===== src/hdl/key_click_long_press_classifier_defines.svh =====
// Assertion macros shared by the key click classifier modules.
`ifndef KEY_CLICK_LONG_PRESS_CLASSIFIER_DEFINES_SVH
`define KEY_CLICK_LONG_PRESS_CLASSIFIER_DEFINES_SVH

// Same-cycle implication, checked out of reset.
`define KCL_ASSERT_NOW(name, clk, rst_n, pre, post, msg) \
  name: assert property (@(posedge clk) disable iff (!rst_n) (pre) |-> (post)) \
    else $error(msg);

// Next-cycle implication, checked out of reset.
`define KCL_ASSERT_NEXT(name, clk, rst_n, pre, post, msg) \
  name: assert property (@(posedge clk) disable iff (!rst_n) (pre) |=> (post)) \
    else $error(msg);

`endif


===== src/hdl/kcl_pkg.sv =====
// Shared types, codes and widths for the key click classifier.
package kcl_pkg;

  localparam int unsigned KEYBOARD_KEYS = 12;
  localparam int unsigned MOUSE_L_LANE  = 12;
  localparam int unsigned MOUSE_R_LANE  = 13;
  localparam int unsigned OUT_LANES     = 14;

  localparam int unsigned STATUS_W  = 2;
  localparam int unsigned HOLD_W    = 16;
  localparam int unsigned TIME_W    = 32;
  localparam int unsigned CFG_IDX_W = 2;

  localparam int unsigned STATES_W  = OUT_LANES * STATUS_W;  // 28
  localparam int unsigned TOGGLES_W = OUT_LANES;             // 14

  localparam int unsigned IN_TDATA_W  = 48;  // 46 bits of fields, byte padded
  localparam int unsigned OUT_TDATA_W = 72;  // 70 bits of fields, byte padded

  // Input item bit positions
  localparam int unsigned IN_KEYS_LSB  = 0;
  localparam int unsigned IN_ML_BIT    = 12;
  localparam int unsigned IN_MR_BIT    = 13;
  localparam int unsigned IN_NOW_LSB   = 14;

  // Result item bit positions
  localparam int unsigned OUT_ST_LSB   = 0;
  localparam int unsigned OUT_LST_LSB  = 28;
  localparam int unsigned OUT_TG_LSB   = 56;

  // Register indexes
  localparam logic [CFG_IDX_W-1:0] REG_KEY_HOLD   = 2'd0;
  localparam logic [CFG_IDX_W-1:0] REG_MOUSE_L    = 2'd1;
  localparam logic [CFG_IDX_W-1:0] REG_MOUSE_R    = 2'd2;
  localparam logic [CFG_IDX_W-1:0] REG_CLICK_GAP  = 2'd3;

  localparam logic [HOLD_W-1:0] HOLD_RESET = 16'd100;
  localparam logic [HOLD_W-1:0] GAP_RESET  = 16'd325;

  // Status codes as they appear in a result item
  localparam logic [STATUS_W-1:0] CODE_RELAX = 2'd0;
  localparam logic [STATUS_W-1:0] CODE_DOWN  = 2'd1;
  localparam logic [STATUS_W-1:0] CODE_CLICK = 2'd2;
  localparam logic [STATUS_W-1:0] CODE_PRESS = 2'd3;

  typedef enum logic [3:0] {
    ST_RELAX = 4'b0001,
    ST_DOWN  = 4'b0010,
    ST_CLICK = 4'b0100,
    ST_PRESS = 4'b1000
  } lane_state_e;

  // What one lane hands to the merge stage for the item being taken
  typedef struct packed {
    logic [STATUS_W-1:0] status;
    logic [STATUS_W-1:0] prev_status;
    logic                toggle;
  } lane_out_t;

  function automatic logic [STATUS_W-1:0] status_code(lane_state_e st);
    logic [STATUS_W-1:0] code;
    case (st)
      ST_RELAX: code = CODE_RELAX;
      ST_DOWN:  code = CODE_DOWN;
      ST_CLICK: code = CODE_CLICK;
      ST_PRESS: code = CODE_PRESS;
      default:  code = CODE_RELAX;
    endcase
    return code;
  endfunction

endpackage


===== src/hdl/kcl_lane.sv =====
// One key lane: press count, status machine, click time and toggle.
`include "key_click_long_press_classifier_defines.svh"

module kcl_lane #(
  parameter int unsigned COUNT_BITS = 16
) (
  input  logic                         clk_i,
  input  logic                         rst_ni,
  input  logic                         load_i,     // item taken this cycle
  input  logic                         pressed_i,
  input  logic [kcl_pkg::HOLD_W-1:0]   hold_i,
  input  logic [kcl_pkg::HOLD_W-1:0]   gap_i,
  input  logic [kcl_pkg::TIME_W-1:0]   now_i,
  output kcl_pkg::lane_out_t           next_o
);
  import kcl_pkg::*;

  localparam int unsigned CMP_W = (COUNT_BITS > HOLD_W) ? COUNT_BITS : HOLD_W;

  lane_state_e           st_q, st_d, st_mid;
  logic [STATUS_W-1:0]   last_q, last_d, last_mid;
  logic [COUNT_BITS-1:0] cnt_q, cnt_d, cnt_inc;
  logic [TIME_W-1:0]     click_q, click_d, elapsed;
  logic                  tog_q, tog_d;
  logic                  gap_ok;

  assign cnt_inc = (cnt_q == '1) ? cnt_q : cnt_q + COUNT_BITS'(1);
  assign elapsed = now_i - click_q;  // wraps modulo 2^32
  assign gap_ok  = elapsed > TIME_W'(gap_i);

  always_comb begin
    st_d     = st_q;
    last_d   = last_q;
    cnt_d    = cnt_q;
    click_d  = click_q;
    tog_d    = tog_q;
    st_mid   = st_q;
    last_mid = last_q;
    if (!pressed_i) begin
      last_d = status_code(st_q);
      st_d   = ST_RELAX;
      cnt_d  = '0;
    end else begin
      cnt_d = cnt_inc;
      case (st_q)
        ST_RELAX: begin
          st_mid   = ST_DOWN;
          last_mid = CODE_RELAX;
        end
        ST_DOWN: begin
          if (gap_ok) begin
            st_mid   = ST_CLICK;
            last_mid = CODE_DOWN;
            click_d  = now_i;
            tog_d    = ~tog_q;
          end
        end
        default: ;
      endcase
      if (CMP_W'(cnt_inc) > CMP_W'(hold_i)) begin
        last_d = status_code(st_mid);
        st_d   = ST_PRESS;
      end else begin
        last_d = last_mid;
        st_d   = st_mid;
      end
    end
  end

  always_ff @(posedge clk_i or negedge rst_ni) begin
    if (!rst_ni) begin
      st_q    <= ST_RELAX;
      last_q  <= CODE_RELAX;
      cnt_q   <= '0;
      click_q <= '0;
      tog_q   <= 1'b0;
    end else if (load_i) begin
      st_q    <= st_d;
      last_q  <= last_d;
      cnt_q   <= cnt_d;
      click_q <= click_d;
      tog_q   <= tog_d;
    end
  end

  assign next_o.status      = status_code(st_d);
  assign next_o.prev_status = last_d;
  assign next_o.toggle      = tog_d;

  `KCL_ASSERT_NOW(a_pressed_leaves_relax, clk_i, rst_ni, load_i && pressed_i, next_o.status != CODE_RELAX, "pressed key reported relax")
  `KCL_ASSERT_NEXT(a_release_clears, clk_i, rst_ni, load_i && !pressed_i, st_q == ST_RELAX && cnt_q == '0, "release did not clear lane")
  `KCL_ASSERT_NEXT(a_idle_holds, clk_i, rst_ni, !load_i, $stable(cnt_q) && $stable(tog_q) && $stable(click_q), "lane state moved without an item")

endmodule


===== src/hdl/kcl_merge.sv =====
// Merge stage: packs lane results into one output item and holds it.
`include "key_click_long_press_classifier_defines.svh"

module kcl_merge #(
  parameter int unsigned NUM_KEYS = 14
) (
  input  logic                                clk_i,
  input  logic                                rst_ni,
  input  logic                                load_i,
  input  kcl_pkg::lane_out_t                  lanes_i [NUM_KEYS],
  input  logic                                m_ready_i,
  output logic                                m_valid_o,
  output logic [kcl_pkg::OUT_TDATA_W-1:0]     m_data_o,
  output logic                                slot_free_o
);
  import kcl_pkg::*;

  localparam int unsigned SHOWN = (NUM_KEYS < OUT_LANES) ? NUM_KEYS : OUT_LANES;

  logic                   valid_q, valid_d;
  logic [OUT_TDATA_W-1:0] data_q, data_d;
  logic [STATES_W-1:0]    states, last_states;
  logic [TOGGLES_W-1:0]   toggles;

  always_comb begin
    states      = '0;
    last_states = '0;
    toggles     = '0;
    for (int i = 0; i < SHOWN; i++) begin
      states[STATUS_W*i +: STATUS_W]      = lanes_i[i].status;
      last_states[STATUS_W*i +: STATUS_W] = lanes_i[i].prev_status;
      toggles[i]                          = lanes_i[i].toggle;
    end
  end

  assign data_d      = {2'b00, toggles, last_states, states};
  assign slot_free_o = !valid_q || m_ready_i;
  assign valid_d     = load_i || (valid_q && !m_ready_i);

  always_ff @(posedge clk_i or negedge rst_ni) begin
    if (!rst_ni) begin
      valid_q <= 1'b0;
    end else begin
      valid_q <= valid_d;
    end
  end

  always_ff @(posedge clk_i) begin
    if (load_i) begin
      data_q <= data_d;
    end
  end

  assign m_valid_o = valid_q;
  assign m_data_o  = data_q;

  `KCL_ASSERT_NEXT(a_load_shows, clk_i, rst_ni, load_i, valid_q, "taken item not presented")
  `KCL_ASSERT_NEXT(a_drain_empties, clk_i, rst_ni, valid_q && m_ready_i && !load_i, !valid_q, "delivered item presented twice")

endmodule


===== src/hdl/key_click_long_press_classifier.sv =====
// Top level of the key click / long-press classifier.
//
// Channels: the slave stream takes one sample per item (12 keyboard keys,
// both mouse buttons and a 32-bit ms tick); the master stream returns one
// result per item with the status, previous status and click toggle of
// each of the 14 keys. Configuration is a plain write port: cfg_we_i,
// cfg_idx_i (0 key hold, 1 left hold, 2 right hold, 3 click gap),
// cfg_data_i; write only while no item is in flight.
// The result of an item appears on the master side in the cycle after it
// is taken. The block takes one item per cycle while the receiver keeps
// tready high; every lane updates its own state in the cycle the item is
// taken, and a single output register holds the merged result.
// Reset: all keys relax, counts, click times and toggles zero, hold
// thresholds 100 and click gap 325 ms; the master side is empty.
// Stall: while the receiver holds tready low the result register keeps
// its item and s_axis_tready drops; once the result is taken, a new item
// may be accepted in the same cycle.
module key_click_long_press_classifier #(
  parameter int unsigned NUM_KEYS   = 14,
  parameter int unsigned COUNT_BITS = 16
) (
  input  logic                                 clk_i,
  input  logic                                 rst_ni,
  // Configuration write port
  input  logic                                 cfg_we_i,
  input  logic [kcl_pkg::CFG_IDX_W-1:0]        cfg_idx_i,
  input  logic [kcl_pkg::HOLD_W-1:0]           cfg_data_i,
  // Sample stream
  input  logic                                 s_axis_tvalid,
  output logic                                 s_axis_tready,
  // key_bits[11:0], mouse_left[12], mouse_right[13], now_ms[45:14], zero pad
  input  logic [kcl_pkg::IN_TDATA_W-1:0]       s_axis_tdata,
  // Result stream
  output logic                                 m_axis_tvalid,
  input  logic                                 m_axis_tready,
  // key_states[27:0], key_last_states[55:28], click_toggles[69:56], zero pad
  output logic [kcl_pkg::OUT_TDATA_W-1:0]      m_axis_tdata
);
  import kcl_pkg::*;

  logic [HOLD_W-1:0] key_hold_q, mouse_l_hold_q, mouse_r_hold_q, click_gap_q;

  logic                     item_take;
  logic                     slot_free;
  logic [KEYBOARD_KEYS-1:0] key_bits;
  logic                     mouse_left, mouse_right;
  logic [TIME_W-1:0]        now_ms;
  lane_out_t                lane_out [NUM_KEYS];

  // Configuration registers
  always_ff @(posedge clk_i or negedge rst_ni) begin
    if (!rst_ni) begin
      key_hold_q     <= HOLD_RESET;
      mouse_l_hold_q <= HOLD_RESET;
      mouse_r_hold_q <= HOLD_RESET;
      click_gap_q    <= GAP_RESET;
    end else if (cfg_we_i) begin
      case (cfg_idx_i)
        REG_KEY_HOLD:  key_hold_q     <= cfg_data_i;
        REG_MOUSE_L:   mouse_l_hold_q <= cfg_data_i;
        REG_MOUSE_R:   mouse_r_hold_q <= cfg_data_i;
        REG_CLICK_GAP: click_gap_q    <= cfg_data_i;
        default: ;
      endcase
    end
  end

  // Unpack the sample
  assign key_bits    = s_axis_tdata[IN_KEYS_LSB +: KEYBOARD_KEYS];
  assign mouse_left  = s_axis_tdata[IN_ML_BIT];
  assign mouse_right = s_axis_tdata[IN_MR_BIT];
  assign now_ms      = s_axis_tdata[IN_NOW_LSB +: TIME_W];

  assign s_axis_tready = slot_free;
  assign item_take     = s_axis_tvalid && s_axis_tready;

  // One lane per key; lanes past the mouse buttons are never pressed
  for (genvar g = 0; g < NUM_KEYS; g++) begin : g_lane
    logic              pressed;
    logic [HOLD_W-1:0] hold;

    if (g < KEYBOARD_KEYS) begin : g_kbd
      assign pressed = key_bits[g];
      assign hold    = key_hold_q;
    end else if (g == MOUSE_L_LANE) begin : g_ml
      assign pressed = mouse_left;
      assign hold    = mouse_l_hold_q;
    end else if (g == MOUSE_R_LANE) begin : g_mr
      assign pressed = mouse_right;
      assign hold    = mouse_r_hold_q;
    end else begin : g_spare
      assign pressed = 1'b0;
      assign hold    = key_hold_q;
    end

    kcl_lane #(
      .COUNT_BITS (COUNT_BITS)
    ) u_lane (
      .clk_i     (clk_i),
      .rst_ni    (rst_ni),
      .load_i    (item_take),
      .pressed_i (pressed),
      .hold_i    (hold),
      .gap_i     (click_gap_q),
      .now_i     (now_ms),
      .next_o    (lane_out[g])
    );
  end

  kcl_merge #(
    .NUM_KEYS (NUM_KEYS)
  ) u_merge (
    .clk_i       (clk_i),
    .rst_ni      (rst_ni),
    .load_i      (item_take),
    .lanes_i     (lane_out),
    .m_ready_i   (m_axis_tready),
    .m_valid_o   (m_axis_tvalid),
    .m_data_o    (m_axis_tdata),
    .slot_free_o (slot_free)
  );

endmodule


===== config.mk =====
export PLATFORM = sky130hd
export DESIGN_NAME = key_click_long_press_classifier
export DESIGN_NICKNAME = d
export VERILOG_FILES = /design/src/hdl/kcl_pkg.sv /design/src/hdl/kcl_lane.sv /design/src/hdl/kcl_merge.sv /design/src/hdl/key_click_long_press_classifier.sv
export VERILOG_INCLUDE_DIRS = /design/src /design/src/hdl
export SDC_FILE = /design/constraint.sdc
export NUM_CORES = 2
export LEC_CHECK = 0
export BUFFER_PORTS_ARGS = -buffer_cell sky130_fd_sc_hd__buf_2
export CAP_MARGIN = 20
export CORE_ASPECT_RATIO = 1.25
export CORE_MARGIN = 10
export CORE_UTILIZATION = 30
export DETAILED_ROUTE_END_ITERATION = 10
export GPL_TIMING_DRIVEN = 0
export HOLD_SLACK_MARGIN = 0.02
export PLACE_DENSITY = 0.42
export SYNTH_ARGS = -nofsm -noshare
export SYNTH_HDL_FRONTEND = slang
export SYNTH_SLANG_ARGS = --single-unit

===== constraint.sdc =====
create_clock -name clk_i -period 7.3 [get_ports clk_i]
set_clock_uncertainty 0.15 [all_clocks]
set_input_delay 1.46 -clock clk_i [delete_from_list [all_inputs] [get_ports clk_i]]
set_output_delay 1.46 -clock clk_i [all_outputs]
set_load 0.01 [all_outputs]

# Word-level counts from Yosys, hierarchy flattened
# Index checks and enable logic that the tools add are counted.
# Widths: inputs -> output; s select.
# totals
in_bits,71
output_inout_bits,74
elab_cells,566
register_bits,905
# op_classes
n_lt_le_gt_ge,28
n_mux,238
n_eq_ne,157
n_bitwise,14
reduce_logical,25
add_sub_neg,28
# op_table
cell,n
$gt 32x16->1,14
$mux 16,28
$sub 32x32->32,14
$pmux 2 s3,42
$add 16x1->16 const B,14
$eq 16x16->1 const B,14
$gt 16x16->1,14
$mux 4,56
$eq 4x2->1 const B,42
$eq 4x3->1 const B,42
$eq 4x4->1 const B,42
$pmux 4 s2,14
$mux 2,42
$eq 4x1->1 const B,14
$pmux 2 s2,14
$reduce_and 4->1,14
$mux 1,42
$not 1->1,14
$reduce_and 2->1,4
$eq 2x2->1 const B,2
$eq 2x1->1 const B,1
$logic_and 1x1->1,2
$logic_not 1->1,2
$logic_not 2->1,1
$logic_or 1x1->1,2

# Logic depth before layout (Yosys ltp)
# logic_depth
word_depth,9
depth_mapped,28
mapped_depth_nobuf,25

# Modules after synthesis
# Synthesis repeated with hierarchy kept, for this count alone.
# unflattened
hier_cells,10028
area_unflattened_um2,85874.9
# modules_own_cells
module,cells_each,area_each_um2,n_inst,seq_area_each_um2
kcl_lane at g_lane[11].u_lane ...,709,5816.8,8,1377.6
kcl_lane at g_lane[0].u_lane ...,687,5780.5,4,1377.6
kcl_lane at g_lane[13].u_lane,705,5871.9,1,1377.6
kcl_lane at g_lane[9].u_lane,690,5744.3,1,1377.6
key_click_long_press_classifier,137,2433.6,1,1617.8
kcl_merge,76,2168.3,1,2127.0

# Worst setup path after synthesis
# No wires, ideal clock.
# synth_path
path_kind,input -> register
start,in s_axis_tdata[15] in the netlist's numbering
end,reg g_lane[8].u_lane.click_q[10]
t_required_ns,7.025
path_stages,24
arrival_ns,6.945
path_slack_ns,0.080
path_buffers,3
setup_time_ns,0.125
cell_sequence,inv_1 clkbuf_1 fa_1 nand2b_1 a21oi_1 o2111ai_1 a21oi_1 nor2b_1 o21bai_1 a21oi_1 xnor2_1 ha_1 nand4_1 or4_1 nor2_1 a211oi_1 nor4_1 nand4_1 nand4bb_1 nor4_1 or3_1 buf_2 buf_4 mux2_2
# synth_between
elab_chain_len,3
# synth_lines
element,line_no,rtl
start: declaration,key_click_long_press_classifier.sv:32,"input logic [kcl_pkg::IN_TDATA_W-1:0] s_axis_tdata,"
$sub 32x32->32,kcl_lane.sv:28,assign elapsed = now_i - click_q;
$gt 32x16->1,kcl_lane.sv:29,assign gap_ok = elapsed > TIME_W'(gap_i);
$reduce_and 4->1 (no source line),--,
end signal: assignment,kcl_lane.sv:81,click_q <= click_d;
end: declaration,kcl_lane.sv:23,"logic [TIME_W-1:0] click_q, click_d, elapsed;"
# Every way passes these cells.
# A chain may end at the register's enable or synchronous reset.

# Worst setup path after layout
# layout_path
start,in s_axis_tdata[15] in the netlist's numbering
end,reg g_lane[3].u_lane.click_q[19]
# layout_between
elab_chain_len,3
# layout_lines
element,line_no
$sub 32x32->32,kcl_lane.sv:28
$gt 32x16->1,kcl_lane.sv:29
$reduce_and 4->1 (no source line),--
end signal: assignment,kcl_lane.sv:81
end: declaration,kcl_lane.sv:23
# Every way passes these cells.

==> flow_summary.yaml <==
synthesis:
  yosysSeqAreaShare_pct: 28.97
  synth_mux_area_share_pct: 6.924
  synthSimpleGateAreaFrac_pct: 17.34
  synth_area_leaders: "dfrtp_1 (25%), ha_1 (14%), mux2_2 (5.6%)"
  ys_ff_latch: 905
  synth_top_cell_area_share_pct: 25.44
  synth_xor_area_share_pct: 5.476
  synth_ff_type: "dfrtp_1"
  syn_area_mm2: 0.07949
  synth_fa_ha_area_share_pct: 14.46
  yosys.area.top_type: "dfrtp_1"
  yosysWarnings: 0
  synth-compound-area-share_pct: 21.50
  ys_types: 121
  synth_edf_count: 70
  syn_inst: 9363
  synth.avg_cell_area_um2: 8.490
  async_flop_share_pct: 92.27
  synth_top_family_by_area: "compound AO/OA/AOI/OAI gates"
routing:
  drt_pass1_iterations: 6
  via_count: 72350
  drtAntennaViolNets: 0
  drc: 0
  drt_iter0_drc: 5016
  routed_via_density: 5.416
  wl_per_cell_um: 24.01
  totalWireLength_mm: 320.7
sta:
  timing.hold.ws_ns: 0.3326
  setup_viol: 0
  rsz0062_at_grt: "no"
  slew_viol_final: 0
  max_freq_mhz: 142.3
  maxSlewHeadroom_pct: 21.12
  finalHoldViolations: 0
  fin_crit_ns: 7.028
  tightest_slew_ns: 1.183
  fin_crit_sh_pct: 96.27
flow_run:
  drv_cap: 0
global_route:
  grt_max_degree: 113
  grt_pass1_wl_mm: 470.3
  grt_pass1_vias: 70960
  grt.overflow.total: 0
  grt_usage_pct: 21.61
  antenna_found_initial: 35
critical_path:
  endpoint_kind: "flip-flop"
  crit_top_cell: "buf_12"
  crit_fanout: 18
  path_cells: "buf_12 > inv_1 > clkbuf_4 > buf_12 > fa_1 > nor2b_1 > o2111ai_1 > a21oi_1 > nor2_1 > o21ai_0 > xor2_1 > ha_1 > nand2_1 > nor3_1 > and3_1 > o211ai_1 > nor4_1 > nand4_1 > nand3_1 > nor3_2 > buf_6 > buf_2 > mux2_2"
  crit_family: "simple AND/OR/NAND/NOR gates"
  crit_type: "in -> reg"
  cp.arrival_ns: 7.54
  slowest_delay_ns: 0.85
  critPathLaunchType: "input pin"
  slowest_stage: "nand4_1"
  path_buf_inv: 6
  crit_required_ns: 7.81
outcome:
  status: "complete, no violations"
final_layout:
  nets: 10710
  drive_gt1_share_pct: 11.15
  seqCellArea_mm2: 0.02303
  area_growth_pct: 14.92
  fillers: 27610
  finalNonFillerCells: 13360
  multi_input_area_mm2: 0.05244
floorplanning:
  die_x_um: 480.4
  core_area_mm2: 0.2640
  start_util_pct: 30.11
  die_area_mm2: 0.2861
  die_h_um: 595.5
  ios: 145
  rows: 211
clocking:
  clkLatencyLatePin_ns: 0.81
  path_clk_slew_ns: 0.06
  cts_max_level: 3
  clock-sinks: 905
  cts_made_buffers: 116
  hold_buffers: 0
  cts_root_buf: "clkbuf_16"
  cts_buffer_depth: 3
  cts_tree: "yes"
place:
  gp_congestion: 0.8681
  io_buffers: 138
  numPlacedInstances: 13110
  hpwl_mm: 240.1
pwr:
  max-vdd-ir-drop_uv: 228.2
  powerDensity_mw_per_mm2: 380.2
  power.leakage_nw: 40.64
worst_hold_path:
  hold_class: "reg -> reg"
final timing paths:
path / start / end / slack, ns / cells past startpoint
setup / recovery: s_axis_tdata[15] / g_lane[3].u_lane.click_q[19] / 0.27 / 23
hold / removal: g_lane[8].u_lane.click_q[0] / g_lane[8].u_lane.click_q[0] / 0.33 / 2
setup reg to reg: g_lane[6].u_lane.click_q[1] / g_lane[6].u_lane.click_q[27] / 0.95 / 19
hold reg to reg: g_lane[8].u_lane.click_q[0] / g_lane[8].u_lane.click_q[0] / 0.33 / 2
max in group asynchronous: rst_ni / g_lane[0].u_lane.click_q[24] / 4.45 / 4
min in group asynchronous: rst_ni / g_lane[9].u_lane.cnt_q[11] / 0.45 / 1
registers in the layout, summed over array words and instances, names as in the netlist:
signal / cells
u_merge.m_data_o: 70
g_lane.u_lane.click_q: 448
u_merge.m_valid_o: 1
g_lane.u_lane.st_q: 56
g_lane.u_lane.last_q: 28
g_lane.u_lane.tog_q: 14
click_gap_q: 16
g_lane.u_lane.cnt_q: 224
g_lane.hold: 48
cells in the mapped netlist, types with 220 or more instances:
master / number
a21oi_1: 740
xnor2_1: 338
clkbuf_1: 354
dfrtp_1: 808
ha_1: 896
nand4_1: 220
inv_1: 648
nand2_1: 958
mux2_2: 396
nor2_1: 575
a21o_1: 259
nand3_1: 296
o21ai_0: 550
what timing repair did:
action / 4_1_cts / 5_1_grt
gates resized for setup: 28 / 41
endpoints found under the setup margin: 373 / 342
setup buffers: 5 / 7
pin swaps: 2 / 8
metrics by stage:
| step | utilization [%] | instance area [um2] | power [mW] | setup TNS, ns | worst slack (ns) |
|---|---|---|---|---|---|
| floorplan | - | 79500 | 22.46 | 0 | 0.07984 |
| finish | 34.60 | 91350 | 34.73 | 0 | 0.2720 |
| CTS | 34.48 | 91040 | 34.80 | 0 | 0.01525 |
| detailed placement | 32.80 | 86580 | 27.96 | -596.63 | -2.140 |
| global placement | 32.04 | 84580 | 27.53 | - | -15.61 |
| global route | 34.59 | 91320 | 37.85 | 0 | 0.003983 |
worst register-to-register path, cell delays in order, from the launching register on:
cell	delay [ns]
dfrtp_1	0.39
inv_1	0.06
ha_1	0.26
nor2b_1	0.14
o31a_1	0.27
o31ai_1	0.68
o21ai_1	0.23
a21oi_1	0.45
xnor2_1	0.21
ha_1	0.28
and4_1	0.18
a221oi_1	0.33
a21o_1	0.26
nand4_1	0.12
a2111oi_0	0.54
and4_1	0.32
nand3_1	0.22
nand3_2	0.35
buf_2	0.40
mux2_2	0.39
cell type report:
class                           instances  share of cell area (%)
Antenna cell                           13                 0.03561
Buffer                                422                   2.034
Clock buffer                          150                   3.539
Clock inverter                         68                   1.166
Inverter                              652                   2.683
Multi-Input combinational cell       7385                   57.41
Sequential cell                       905                   25.21
Tap cell                             3514                   4.813
Timing Repair Buffer                  250                   3.106
cell usage in the layout (no fill, tap or decap), types with 159 or more instances in the layout:
cell	instances
dfrtp_1	807
nand4_1	220
nor2_1	575
inv_1	632
mux2_2	396
xnor2_1	338
o21ai_0	550
nand2_1	957
nand3_1	295
nor3_1	159
ha_1	896
a21oi_1	736
o21a_1	164
clkbuf_1	342
a21o_1	259
xor2_1	159
power by group:
| group | internal (mW) | switching [mW] |
|---|---|---|
| Sequential | 6.64 | 0.803 |
| Clock | 3.89 | 2.69 |
| Combinational | 8.43 | 12.3 |
| Total | 19.0 | 15.8 |
kinds of logic (layout without fill, tap and decap cells):
logic type                 after synthesis  in the layout
xor gates and xnor gates               497            497
and+or+nand+nor                       2851           2851
buffers and inverters                 1074           1542
muxes                                  496            496
AOI/OAI and AO/OA                     2629           2629
adders and majority gates              910            910
DFF                                    905            905
other                                    1             15
layer usage:
layer	share of wire, %	vias to the layer above	global-route usage [%]
met1	43	35270	27.27
met2	48	1726	37.36
met5	0.021	-	0
met4	5.0	10	9.060
met3	4.0	528	2.264
li1	-	34820	-
Power figures use the tool's default switching activity.
